==> src/sv/pwmt_pkg.sv <==
// pwmt_pkg: shared types, register map and codes of the pwm timer
package pwmt_pkg;

  // request codes of an input transaction
  typedef enum logic [1:0] {
    REQ_TICK  = 2'd0,
    REQ_READ  = 2'd1,
    REQ_WRITE = 2'd2,
    REQ_NOP   = 2'd3
  } req_type_t;

  // word indexes of the register map
  localparam logic [4:0] IDX_CTRL     = 5'd0;
  localparam logic [4:0] IDX_STATUS   = 5'd4;
  localparam logic [4:0] IDX_EVENT    = 5'd5;
  localparam logic [4:0] IDX_MODE_A   = 5'd6;
  localparam logic [4:0] IDX_MODE_B   = 5'd7;
  localparam logic [4:0] IDX_ENABLE   = 5'd8;
  localparam logic [4:0] IDX_COUNT    = 5'd9;
  localparam logic [4:0] IDX_PRESCALE = 5'd10;
  localparam logic [4:0] IDX_RELOAD   = 5'd11;
  localparam logic [4:0] IDX_CMP_BASE = 5'd13;

  // pwm mode fields of the low and high channel of a mode register
  localparam logic [15:0] MODE_LO_FIELD = 16'(6 << 4);
  localparam logic [15:0] MODE_HI_FIELD = 16'(6 << 12);

  typedef enum logic [2:0] {
    MODE_FROZEN     = 3'd0,
    MODE_SET_MATCH  = 3'd1,
    MODE_CLR_MATCH  = 3'd2,
    MODE_TOG_MATCH  = 3'd3,
    MODE_FORCE_LOW  = 3'd4,
    MODE_FORCE_HIGH = 3'd5,
    MODE_PWM1       = 3'd6,
    MODE_PWM2       = 3'd7
  } chan_mode_t;

  // per-channel control from the core to a channel output stage
  typedef struct packed {
    logic       fire;
    logic       match;
    chan_mode_t mode;
    logic       is_input;
    logic       en;
    logic       pol;
  } chan_ctl_t;

  function automatic chan_mode_t mode_of(input logic [15:0] r, input logic hi);
    return hi ? chan_mode_t'(r[14:12]) : chan_mode_t'(r[6:4]);
  endfunction

  function automatic logic preload_of(input logic [15:0] r, input logic hi);
    return hi ? r[11] : r[3];
  endfunction

  function automatic logic input_of(input logic [15:0] r, input logic hi);
    return hi ? (r[9:8] != 2'b00) : (r[1:0] != 2'b00);
  endfunction

  // true when the mode register holds pwm mode 1 for that channel
  function automatic logic is_pwm1(input logic [15:0] r, input logic hi);
    return hi ? ((r & MODE_HI_FIELD) == MODE_HI_FIELD && !r[12])
              : ((r & MODE_LO_FIELD) == MODE_LO_FIELD && !r[4]);
  endfunction

endpackage

==> src/sv/pwmt_ifs.sv <==
// pwmt_ifs: request and response channel interfaces of the pwm timer
interface pwmt_req_if;
  logic        valid;
  logic        ready;
  logic [1:0]  req_type;
  logic [4:0]  reg_index;
  logic [15:0] write_data;

  modport source (output valid, output req_type, output reg_index, output write_data,
                  input ready);
  modport sink (input valid, input req_type, input reg_index, input write_data,
                output ready);
endinterface

interface pwmt_rsp_if;
  logic        valid;
  logic        ready;
  logic [15:0] read_data;
  logic [3:0]  pwm_out;
  logic [3:0]  compare_flags;
  logic        update_flag;

  modport source (output valid, output read_data, output pwm_out, output compare_flags,
                  output update_flag, input ready);
  modport sink (input valid, input read_data, input pwm_out, input compare_flags,
                input update_flag, output ready);
endinterface

==> src/sv/pwm_timer_peripheral_unit.sv <==
// pwm_timer_peripheral_unit: top level of the four-channel pwm timer
// a request is taken into the request register, then its result into the result register
// throughput: one transaction per cycle unless the result stalls; the whole state update
//   of a request is a single pass from the request register into state and result registers
// reset: synchronous rst clears all timer registers, reload to full scale,
//   and empties the request and result registers
module pwm_timer_peripheral_unit
  import pwmt_pkg::*;
#(
  parameter int COUNT_WIDTH  = 16,
  parameter int NUM_CHANNELS = 4
) (
  input logic       clk,
  input logic       rst,
  pwmt_req_if.sink  req,
  pwmt_rsp_if.source rsp
);

  // request register
  logic        in_v;
  logic [1:0]  in_type;
  logic [4:0]  in_index;
  logic [15:0] in_data;

  // result register
  logic        out_v;
  logic [15:0] out_rd;
  logic [3:0]  out_pwm;
  logic [3:0]  out_cmp;
  logic        out_upd;

  // a request fires when the result register is free or being drained
  logic advance;
  logic fire;

  logic [15:0]            rd_next;
  logic [4:0]             status_next;
  logic [COUNT_WIDTH-1:0] count_next;
  logic [COUNT_WIDTH-1:0] cmp_next [NUM_CHANNELS];
  chan_ctl_t              ctl [NUM_CHANNELS];
  logic [3:0]             pwm_next;

  assign advance   = !out_v || rsp.ready;
  assign fire      = in_v && advance;
  assign req.ready = !in_v || advance;

  always_ff @(posedge clk) begin
    if (rst) begin
      in_v <= 1'b0;
    end else if (req.ready) begin
      in_v <= req.valid;
    end
  end

  // request payload, no reset needed
  always_ff @(posedge clk) begin
    if (req.valid && req.ready) begin
      in_type  <= req.req_type;
      in_index <= req.reg_index;
      in_data  <= req.write_data;
    end
  end

  pwmt_core #(
    .COUNT_WIDTH  (COUNT_WIDTH),
    .NUM_CHANNELS (NUM_CHANNELS)
  ) u_core (
    .clk        (clk),
    .rst        (rst),
    .fire       (fire),
    .req_type   (in_type),
    .reg_index  (in_index),
    .write_data (in_data),
    .rd_next    (rd_next),
    .status_out (status_next),
    .count_out  (count_next),
    .cmp_out    (cmp_next),
    .ctl        (ctl)
  );

  // one output stage per fitted channel; missing channels drive low
  for (genvar c = 0; c < 4; c++) begin : g_chan
    if (c < NUM_CHANNELS) begin : g_used
      pwmt_chan #(
        .COUNT_WIDTH (COUNT_WIDTH)
      ) u_chan (
        .clk   (clk),
        .rst   (rst),
        .ctl   (ctl[c]),
        .count (count_next),
        .cmp   (cmp_next[c]),
        .pin   (pwm_next[c])
      );
    end else begin : g_unused
      assign pwm_next[c] = 1'b0;
    end
  end

  always_ff @(posedge clk) begin
    if (rst) begin
      out_v <= 1'b0;
    end else if (advance) begin
      out_v <= in_v;
    end
  end

  // result payload, shows the state after the transaction
  always_ff @(posedge clk) begin
    if (fire) begin
      out_rd  <= rd_next;
      out_pwm <= pwm_next;
      out_cmp <= status_next[4:1];
      out_upd <= status_next[0];
    end
  end

  assign rsp.valid         = out_v;
  assign rsp.read_data     = out_rd;
  assign rsp.pwm_out       = out_pwm;
  assign rsp.compare_flags = out_cmp;
  assign rsp.update_flag   = out_upd;

  // a request that cannot fire stays in the request register
  a_hold_req: assert property (@(posedge clk) disable iff (rst) in_v && !advance |=> in_v)
    else $error("request dropped while result stalled");

  // every fired request gives a result in the next cycle
  a_fire_result: assert property (@(posedge clk) disable iff (rst) fire |=> rsp.valid)
    else $error("fired request without result");

  // an empty request register always takes a new transaction
  a_empty_ready: assert property (@(posedge clk) disable iff (rst) !in_v |-> req.ready)
    else $error("request register empty but not ready");

endmodule

==> src/sv/pwmt_chan.sv <==
// pwmt_chan: reference level and output pin of one compare channel
module pwmt_chan
  import pwmt_pkg::*;
#(
  parameter int COUNT_WIDTH = 16
) (
  input  logic                   clk,
  input  logic                   rst,
  input  chan_ctl_t              ctl,
  input  logic [COUNT_WIDTH-1:0] count,
  input  logic [COUNT_WIDTH-1:0] cmp,
  output logic                   pin
);

  logic level;
  logic level_next;

  always_comb begin
    level_next = level;
    if (ctl.is_input) begin
      level_next = 1'b0;
    end else begin
      case (ctl.mode)
        MODE_SET_MATCH: begin
          if (ctl.match) level_next = 1'b1;
        end
        MODE_CLR_MATCH: begin
          if (ctl.match) level_next = 1'b0;
        end
        MODE_TOG_MATCH: begin
          if (ctl.match) level_next = ~level;
        end
        MODE_FORCE_LOW:  level_next = 1'b0;
        MODE_FORCE_HIGH: level_next = 1'b1;
        MODE_PWM1:       level_next = (count < cmp);
        MODE_PWM2:       level_next = (count >= cmp);
        default:         level_next = level;
      endcase
    end
  end

  always_ff @(posedge clk) begin
    if (rst) begin
      level <= 1'b0;
    end else if (ctl.fire) begin
      level <= level_next;
    end
  end

  assign pin = ctl.en ? (level_next ^ ctl.pol) : 1'b0;

endmodule

==> src/sv/pwmt_core.sv <==
// pwmt_core: register file, prescaler, counter, update and compare logic
module pwmt_core
  import pwmt_pkg::*;
#(
  parameter int COUNT_WIDTH  = 16,
  parameter int NUM_CHANNELS = 4
) (
  input  logic                   clk,
  input  logic                   rst,
  input  logic                   fire,
  input  logic [1:0]             req_type,
  input  logic [4:0]             reg_index,
  input  logic [15:0]            write_data,
  output logic [15:0]            rd_next,
  output logic [4:0]             status_out,
  output logic [COUNT_WIDTH-1:0] count_out,
  output logic [COUNT_WIDTH-1:0] cmp_out [NUM_CHANNELS],
  output chan_ctl_t              ctl [NUM_CHANNELS]
);

  logic [1:0]             ctrl, ctrl_next;
  logic [4:0]             status, status_next;
  logic [15:0]            modes [2];
  logic [15:0]            modes_next [2];
  logic [15:0]            enables, enables_next;
  logic [COUNT_WIDTH-1:0] count, count_next;
  logic [15:0]            psc_pre, psc_pre_next;
  logic [15:0]            psc_act, psc_act_next;
  logic [15:0]            psc_cnt, psc_cnt_next;
  logic [COUNT_WIDTH-1:0] rel_pre, rel_pre_next;
  logic [COUNT_WIDTH-1:0] rel_act, rel_act_next;
  logic [COUNT_WIDTH-1:0] cmp_pre [NUM_CHANNELS];
  logic [COUNT_WIDTH-1:0] cmp_pre_next [NUM_CHANNELS];
  logic [COUNT_WIDTH-1:0] cmp_act [NUM_CHANNELS];
  logic [COUNT_WIDTH-1:0] cmp_act_next [NUM_CHANNELS];
  logic [NUM_CHANNELS-1:0] match;
  logic                   adv;
  logic                   upd;
  logic [COUNT_WIDTH-1:0] wdata_cnt;

  assign wdata_cnt = COUNT_WIDTH'(write_data);

  // next state of one transaction
  always_comb begin
    ctrl_next    = ctrl;
    status_next  = status;
    modes_next   = modes;
    enables_next = enables;
    count_next   = count;
    psc_pre_next = psc_pre;
    psc_act_next = psc_act;
    psc_cnt_next = psc_cnt;
    rel_pre_next = rel_pre;
    rel_act_next = rel_act;
    cmp_pre_next = cmp_pre;
    cmp_act_next = cmp_act;
    adv   = 1'b0;
    upd   = 1'b0;
    match = '0;

    case (req_type_t'(req_type))
      REQ_TICK: begin
        if (ctrl[0]) begin
          if (psc_cnt < psc_act) begin
            psc_cnt_next = psc_cnt + 16'd1;
          end else begin
            psc_cnt_next = '0;
            adv = 1'b1;
            if (count == rel_act) begin
              count_next = '0;
              upd = 1'b1;
            end else begin
              count_next = count + COUNT_WIDTH'(1);
            end
          end
        end
      end
      REQ_WRITE: begin
        case (reg_index)
          IDX_CTRL:     ctrl_next = {write_data[7], write_data[0]};
          IDX_STATUS:   status_next = status & write_data[4:0];
          IDX_EVENT: begin
            if (write_data[0]) begin
              count_next   = '0;
              psc_cnt_next = '0;
              upd = 1'b1;
            end
            status_next[4:1] = status[4:1] | write_data[4:1];
          end
          IDX_MODE_A:   modes_next[0] = write_data;
          IDX_MODE_B:   modes_next[1] = write_data;
          IDX_ENABLE:   enables_next = write_data;
          IDX_COUNT:    count_next = wdata_cnt;
          IDX_PRESCALE: psc_pre_next = write_data;
          IDX_RELOAD: begin
            rel_pre_next = wdata_cnt;
            if (!ctrl[1]) rel_act_next = wdata_cnt;
          end
          default: begin
            for (int c = 0; c < NUM_CHANNELS; c++) begin
              if (reg_index == IDX_CMP_BASE + 5'(c)) begin
                cmp_pre_next[c] = wdata_cnt;
                if (!preload_of(modes[1'(c >> 1)], 1'(c))) cmp_act_next[c] = wdata_cnt;
              end
            end
          end
        endcase
      end
      default: ;
    endcase

    // update event: shadows load, update flag set
    if (upd) begin
      psc_act_next = psc_pre;
      rel_act_next = rel_pre;
      cmp_act_next = cmp_pre;
      status_next[0] = 1'b1;
    end

    // compares only on a counter advance
    if (adv) begin
      for (int c = 0; c < NUM_CHANNELS; c++) begin
        match[c] = !input_of(modes_next[1'(c >> 1)], 1'(c)) && (count_next == cmp_act_next[c]);
        if (match[c]) status_next[c+1] = 1'b1;
      end
    end
  end

  // register read
  always_comb begin
    rd_next = '0;
    if (req_type_t'(req_type) == REQ_READ) begin
      case (reg_index)
        IDX_CTRL:     rd_next = {8'h00, ctrl[1], 6'h00, ctrl[0]};
        IDX_STATUS:   rd_next = {11'h000, status};
        IDX_MODE_A:   rd_next = modes[0];
        IDX_MODE_B:   rd_next = modes[1];
        IDX_ENABLE:   rd_next = enables;
        IDX_COUNT:    rd_next = 16'(count);
        IDX_PRESCALE: rd_next = psc_pre;
        IDX_RELOAD:   rd_next = 16'(rel_pre);
        default: begin
          for (int c = 0; c < NUM_CHANNELS; c++) begin
            if (reg_index == IDX_CMP_BASE + 5'(c)) rd_next = 16'(cmp_pre[c]);
          end
        end
      endcase
    end
  end

  always_comb begin
    for (int c = 0; c < NUM_CHANNELS; c++) begin
      ctl[c].fire     = fire;
      ctl[c].match    = match[c];
      ctl[c].mode     = mode_of(modes_next[1'(c >> 1)], 1'(c));
      ctl[c].is_input = input_of(modes_next[1'(c >> 1)], 1'(c));
      ctl[c].en       = enables_next[4*c];
      ctl[c].pol      = enables_next[4*c+1];
    end
  end

  assign status_out = status_next;
  assign count_out  = count_next;
  assign cmp_out    = cmp_act_next;

  always_ff @(posedge clk) begin
    if (rst) begin
      ctrl     <= '0;
      status   <= '0;
      modes[0] <= '0;
      modes[1] <= '0;
      enables  <= '0;
      count    <= '0;
      psc_pre  <= '0;
      psc_act  <= '0;
      psc_cnt  <= '0;
      rel_pre  <= '1;
      rel_act  <= '1;
      for (int c = 0; c < NUM_CHANNELS; c++) begin
        cmp_pre[c] <= '0;
        cmp_act[c] <= '0;
      end
    end else if (fire) begin
      ctrl    <= ctrl_next;
      status  <= status_next;
      modes   <= modes_next;
      enables <= enables_next;
      count   <= count_next;
      psc_pre <= psc_pre_next;
      psc_act <= psc_act_next;
      psc_cnt <= psc_cnt_next;
      rel_pre <= rel_pre_next;
      rel_act <= rel_act_next;
      cmp_pre <= cmp_pre_next;
      cmp_act <= cmp_act_next;
    end
  end

  // prescaler counter never passes its active limit
  a_psc_bound: assert property (@(posedge clk) disable iff (rst) psc_cnt <= psc_act)
    else $error("prescaler counter above active prescale");

  // a wrap on a prescaled tick clears the counter and raises the update flag
  a_wrap_update: assert property (@(posedge clk) disable iff (rst)
    fire && req_type_t'(req_type) == REQ_TICK && ctrl[0] && psc_cnt == psc_act
      && count == rel_act |=> status[0] && count == '0)
    else $error("counter wrap without update event");

endmodule
==> src/flat_wrapper.sv <==
// flat-port wrapper written by rule: the top's interface ports become plain ports
module pwm_timer_peripheral_unit_flat import pwmt_pkg::*;
#(
  parameter int COUNT_WIDTH  = 16,
  parameter int NUM_CHANNELS = 4
)
  (clk, rst, req_valid, req_req_type, req_reg_index, req_write_data, req_ready, rsp_valid, rsp_read_data, rsp_pwm_out, rsp_compare_flags, rsp_update_flag, rsp_ready);
  pwmt_req_if req_i ();
  pwmt_rsp_if rsp_i ();
  input logic clk;
  input logic rst;
  input wire logic [$bits(req_i.valid)-1:0] req_valid;
  input wire logic [$bits(req_i.req_type)-1:0] req_req_type;
  input wire logic [$bits(req_i.reg_index)-1:0] req_reg_index;
  input wire logic [$bits(req_i.write_data)-1:0] req_write_data;
  output wire logic [$bits(req_i.ready)-1:0] req_ready;
  output wire logic [$bits(rsp_i.valid)-1:0] rsp_valid;
  output wire logic [$bits(rsp_i.read_data)-1:0] rsp_read_data;
  output wire logic [$bits(rsp_i.pwm_out)-1:0] rsp_pwm_out;
  output wire logic [$bits(rsp_i.compare_flags)-1:0] rsp_compare_flags;
  output wire logic [$bits(rsp_i.update_flag)-1:0] rsp_update_flag;
  input wire logic [$bits(rsp_i.ready)-1:0] rsp_ready;
  assign req_i.valid = req_valid;
  assign req_i.req_type = req_req_type;
  assign req_i.reg_index = req_reg_index;
  assign req_i.write_data = req_write_data;
  assign req_ready = req_i.ready;
  assign rsp_valid = rsp_i.valid;
  assign rsp_read_data = rsp_i.read_data;
  assign rsp_pwm_out = rsp_i.pwm_out;
  assign rsp_compare_flags = rsp_i.compare_flags;
  assign rsp_update_flag = rsp_i.update_flag;
  assign rsp_i.ready = rsp_ready;
  pwm_timer_peripheral_unit #(.COUNT_WIDTH(COUNT_WIDTH), .NUM_CHANNELS(NUM_CHANNELS)) u_core (.clk(clk), .rst(rst), .req(req_i), .rsp(rsp_i));
endmodule
==> config.mk <==
export PLATFORM = sky130hd
export DESIGN_NAME = pwm_timer_peripheral_unit_flat
export DESIGN_NICKNAME = d
export VERILOG_FILES = /design/src/sv/pwmt_pkg.sv /design/src/sv/pwmt_ifs.sv /design/src/sv/pwm_timer_peripheral_unit.sv /design/src/sv/pwmt_chan.sv /design/src/sv/pwmt_core.sv /design/src/flat_wrapper.sv
export SDC_FILE = /design/constraint.sdc
export NUM_CORES = 1
export LEC_CHECK = 0
export ABC_AREA = 1
export BUFFER_PORTS_ARGS = -buffer_cell sky130_fd_sc_hd__buf_2
export CORE_ASPECT_RATIO = 1.75
export CORE_MARGIN = 1
export CORE_UTILIZATION = 64
export CTS_CLUSTER_DIAMETER = 60
export DETAILED_ROUTE_END_ITERATION = 10
export PLACE_DENSITY = 0.82
export SLEW_MARGIN = 25
export SYNTH_ARGS = -nofsm -noshare
export SYNTH_HDL_FRONTEND = slang
export SYNTH_HIERARCHICAL = 1
export SYNTH_SLANG_ARGS = --single-unit
==> constraint.sdc <==
create_clock -name clk -period 5.9 [get_ports clk]
set_input_delay 1.18 -clock clk [delete_from_list [all_inputs] [get_ports clk]]
set_output_delay 1.18 -clock clk [all_outputs]
set_load 0.02 [all_outputs]
# --- Word level (Yosys, flattened, before mapping) ---
# Cells that the tools add are included.
word_totals:
  regBits: 299
op_classes:
  n_reduce_logical: 31
  magnitude_cmp: 5
  eq_ne: 35
  n_mux: 59
  add_sub_neg: 2
  bitwise_logic: 7
op_table:
  columns: ["cell", "n"]
  rows:
  - ["$mux W16", 21]
  - ["$mux W64", 3]
  - ["$pmux W16 S8", 1]
  - ["$pmux W16 S2", 3]
  - ["$eq A16 B16 Y1", 3]
  - ["$lt A16 B16 Y1", 3]
  - ["$eq A5 B4 Y1 const B", 7]
  - ["$add A16 B1 Y16 const B", 2]
  - ["$ge A16 B16 Y1", 2]
  - ["$mux W31", 1]
  - ["$mux W14", 2]
  - ["$eq A3 B3 Y1 const B", 8]
  - ["$eq A5 B3 Y1 const B", 4]
  - ["$mux W1", 20]
  - ["$reduce_and A4 Y1", 5]
  - ["$reduce_and A3 Y1", 6]
  - ["$mux W15", 1]
  - ["$pmux W1 S7", 2]
  - ["$eq A3 B2 Y1 const B", 4]
  - ["$reduce_bool A2 Y1", 5]
  - ["$reduce_or A9 Y1", 1]
  - ["$pmux W4 S2", 1]
  - ["$eq A3 B1 Y1 const B", 2]
  - ["$and A5 B5 Y5", 1]
  - ["other kinds (18)", 31]

# --- Depth between registers and ports, before layout ---
depth:
  ltp_word: 13
  mapped_depth: 35
  mapped_depth_nobuf: 34

# --- Hierarchy ---
# The synthesis kept the hierarchy.
modules_own_cells:
  columns: ["mod", "cells_each", "seq_area_each_um2", "area_per_inst_um2", "n_inst"]
  rows:
  - ["pwmt_core", 2281, 5585.4, 15224.6, 1]
  - ["pwmt_chan", 102, 20.0, 618.1, 4]
  - ["pwm_timer_peripheral_unit", 60, 1481.4, 1532.7, 1]

# --- Least setup slack after synthesis ---
# Ideal clock, no wire load.
synth_timing:
  path_type: "input to register"
  start: "input port rsp_ready"
  end: "register u_core.u_core.psc_cnt[15]"
  path_buffers: 0
  setup_time_ps: 70
  path_slack_ps: 1227
  path_stages: 14
  t_required_ps: 5830
  arrival_time_ps: 4604
  cell_sequence: "inv_1 -> a21oi_1 -> inv_2 -> a2111oi_2 -> nand2_2 -> inv_2 -> nand4_4 -> nor2_4 -> nand2_1 -> nor3_2 -> nand2_1 -> nor3_2 -> o21ai_0 -> a21oi_1"
synth_via:
  elab_chain_cells: 3
synth_lines:
  columns: ["item", "line", "text"]
  rows:
  - ["from (decl)", "flat_wrapper.sv:22", "input wire logic [$bits(rsp_i.ready)-1:0] rsp_ready;"]
  - ["$logic_or A1 B1 Y1", "pwm_timer_peripheral_unit.sv:43", "assign advance = !out_v || rsp.ready;"]
  - ["$logic_and A1 B1 Y1", "pwm_timer_peripheral_unit.sv:44", "assign fire = in_v && advance;"]
  - ["via u_core.fire", "pwm_timer_peripheral_unit.sv:34", "logic fire;"]
  - ["$reduce_and A5 Y1 (no source line)", null, null]
  - ["to (signal assigned)", "pwmt_core.sv:191", "psc_cnt <= psc_cnt_next;"]
  - ["to (decl)", "pwmt_core.sv:29", "logic [15:0] psc_cnt, psc_cnt_next;"]
# The timed path passes the listed nets, and every way through them passes these cells.
# A chain may end at the register's enable or synchronous reset.

==> results.py <==
metrics = {
    "global_route": {
        "met1_usage": 0.540,
        "antenna_found_initial": 0,
        "grt_pass1_wl_um": 113000,
        "busiest_layer": "met2",
        "grt.met2_usage": 0.765,
        "gr-usage-met3": 0.112,
        "grt_start_max_net_pins": 115,
        "grt_remaining_overflow": 0,
        "grt_usage": 0.494,
        "grt_pass1_vias": 19065,
    },
    "sta": {
        "maxSlewViolCount": 0,
        "worst_slew_pin_slew_ps": 1410,
        "fin_skew_ps": 25.6,
        "setup_violations": 0,
        "fmax_ghz": 0.194,
        "fin_crit_ps": 5150,
        "min_period_over_period": 0.873,
        "report.final.hold_viol_count": 0,
        "maxSlewHeadroom": 0.0334,
        "rsz0062_at_grt": "false",
        "fin_setup_tns_ps": 0,
        "whs_ps": 464,
    },
    "clocking": {
        "cts_tree": "built",
        "post_cts_resized": 0,
        "cts_setup_buffers": 0,
        "numCtsBuffers": 31,
        "clock_latency_ps": 610,
        "cts_root_buf": "clkbuf_16",
        "h-tree-depth": 1,
        "clk_pin_slew_worst_paths_ps": 70,
        "cts_sinks": 333,
        "clockBufferDepth": 3,
        "cts.hold.buffers_added": 0,
    },
    "worst_setup_path": {
        "startpoint_type": "register",
        "critPathLaunch": "u_core/u_core/psc_act[15]",
        "cp-end-kind": "register",
        "critPathRequiredTime_ps": 6260,
        "cp_slowest_cell": "buf_4",
        "path_class": "reg2reg",
        "cp_slowest_stage_delay_ps": 370,
        "cp.arrival_ps": 5520,
        "reg2reg_from": "u_core/u_core/psc_act[15]",
        "worstPathMaxFanout": 33,
        "cp_common_cell": "nand2_1",
    },
    "yosys": {
        "synth.most_common_cell": "nand2_1",
        "synth.area.top_cells": "dfxtp_1 30%, nand2_1 12%, edfxtp_1 7.5%, o21ai_0 7.3%, inv_1 7.0%",
        "ys.flop_type": "dfxtp_1",
        "yosysTopAreaCell": "dfxtp_1",
        "yosys.area.top_type_share": 0.297,
        "syn_avg_cell_area_sq_um": 7.00,
        "synth-seq-cells": 333,
        "synthDistinctLibCells": 53,
        "ys_top_cells_by_count": "611 x nand2_1, 361 x inv_1, 285 x dfxtp_1, 282 x o21ai_0, 235 x a21oi_1",
        "syn_area_sq_um": 19200,
        "synth_edf_count": 48,
        "async_flop_share": 0,
        "yosysWarnings": 6,
        "syn-instance-count": 2749,
        "ys_seq_area_frac": 0.372,
    },
    "placed_design": {
        "hpwlAfterDp_um": 54400,
        "gp_congestion": 1.15,
        "io_buffers": 53,
    },
    "power": {
        "power_density_nw_per_um2": 264,
        "irDropWorstVdd_mv": 0.314,
        "power.leakage_nw": 9.01,
    },
    "die": {
        "io_pins": 54,
        "die_y_um": 231,
        "die_width_um": 133,
        "initial_core_util": 0.652,
        "core_sq_um": 29500,
        "die-area_sq_um": 30800,
        "rows": 83,
    },
    "drt": {
        "dr.pass1.iters": 6,
        "vias": 19947,
        "ant_nets": 0,
        "drt-wirelength-per-cell_um": 24.1,
        "routed_wl_um": 75500,
        "via_per_inst": 6.36,
        "drt_iter0_drc": 2487,
        "drcViolationCount": 0,
    },
    "cells_and_area": {
        "layout-drive-gt1-share": 0.0887,
        "antenna_cells": 0,
        "syn2layout_area_growth_pct": 7.83,
        "fin_nets": 2844,
        "nFillCells": 2463,
    },
    "run": {
        "cap_violations": 0,
    },
    "run_status": {
        "status": "finished, final reports clean",
    },
    "hold_path": {
        "hold_path_class": "reg2reg",
        "worstHoldStart": "u_core/u_core/psc_act[7]",
    },
}
-- sequential cells by signal, indices dropped and copies added, names as in the netlist, 4 cells and up --
name,count
u_core/in_data,16
u_core/rsp.read_data,16
u_core/u_core/cmp_act,64
u_core/in_index,5
u_core/u_core/psc_pre,16
u_core/rsp.pwm_out,4
u_core/u_core/enables,16
u_core/u_core/rel_act,16
u_core/u_core/psc_cnt,16
u_core/u_core/count,16
u_core/g_chan.g_used.u_chan/level,4
u_core/u_core/status,5
u_core/u_core/cmp_pre,64
u_core/rsp.compare_flags,4
u_core/u_core/modes,32
u_core/u_core/rel_pre,16
u_core/u_core/psc_act,16
-- metal layers --
| metal | vias up | routed length [um] |
|---|---|---|
| met3 | 437 | 8280 |
| li1 | 9001 | - |
| met4 | 0 | 9190 |
| met5 | - | 0 |
| met1 | 9127 | 24900 |
| met2 | 1382 | 33100 |
-- power by group --
group / internal, mW / total (mW) / switching (mW)
combinational: 0.248 / 0.838 / 0.590
clock: 1.27 / 2.22 / 0.953
sequential: 2.36 / 2.42 / 0.0643
total: 3.87 / 5.48 / 1.61
-- kinds of logic (layout without fill, tap and decap cells) --
kind of cell | count (synthesis) | after routing | share of synthesized area
xor gates and xnor gates | 22 | 22 | 0.0100
adders and majority gates | 89 | 89 | 0.0579
AOI/OAI and AO/OA | 732 | 732 | 0.221
and+or+nand+nor | 1010 | 1010 | 0.220
buffers and inverters | 562 | 556 | 0.119
other | 1 | 10 | 0.000195
DFF | 333 | 333 | 0.372
-- worst max-delay path, delay by kind of cell (launching register included) --
| kind | cells | cell delay, ps |
|---|---|---|
| and+or+nand+nor | 19 | 2720 |
| buffers and inverters | 5 | 660 |
| adders and majority gates | 2 | 610 |
| AOI/OAI and AO/OA | 4 | 600 |
| DFF | 1 | 320 |
-- per-stage QoR --
stage | total power [mW] | util | cells | setup WS (ps) | instance area [sq um]
after global routing | 5.63 | 0.703 | 3134 | 473 | 20700
after CTS | 5.44 | 0.703 | 3134 | 981 | 20700
after detailed placement | 3.26 | 0.665 | 3077 | 1010 | 19600
after global placement | 3.23 | 0.665 | 3076 | 1080 | 19600
after floorplan | 2.97 | - | 2758 | 1230 | 19300
final | 5.48 | 0.703 | 3134 | 748 | 20700
-- path summary, 6_finish.rpt --
check,end,slack (ps),cells past startpoint
setup / recovery,u_core/rsp.pwm_out[1],750,30
hold / removal,u_core/u_core/psc_act[7],460,2
setup reg to reg,u_core/rsp.pwm_out[1],750,30
hold reg to reg,u_core/u_core/psc_act[7],460,2
-- layout by cell type (no fill, tap or decap), types with 16 or more instances in the layout --
cell type,instances
nand2_1,611
inv_1,360
dfxtp_1,285
o21ai_0,281
a21oi_1,234
nor2_1,201
nand3_1,89
ha_1,89
o211ai_1,60
buf_2,54
buf_4,49
edfxtp_1,48
clkbuf_16,31
a211oi_1,30
inv_2,26
nand4_1,24
nor3_1,23
o22ai_1,23
a221oi_1,20
nand3b_1,17
nand2_2,16
xor2_1,16
-- final cells by class --
type                            instances  area, sq um  area share
Tap cell                              382          478      0.0231
Clock inverter                         17          280      0.0135
Sequential cell                       333         7150       0.345
Inverter                              395         1490      0.0716
Multi-Input combinational cell       1863         9860       0.475
Clock buffer                           40          830      0.0400
Timing Repair Buffer                  104          658      0.0317
Note: power is estimated with default switching activity, not from simulation.
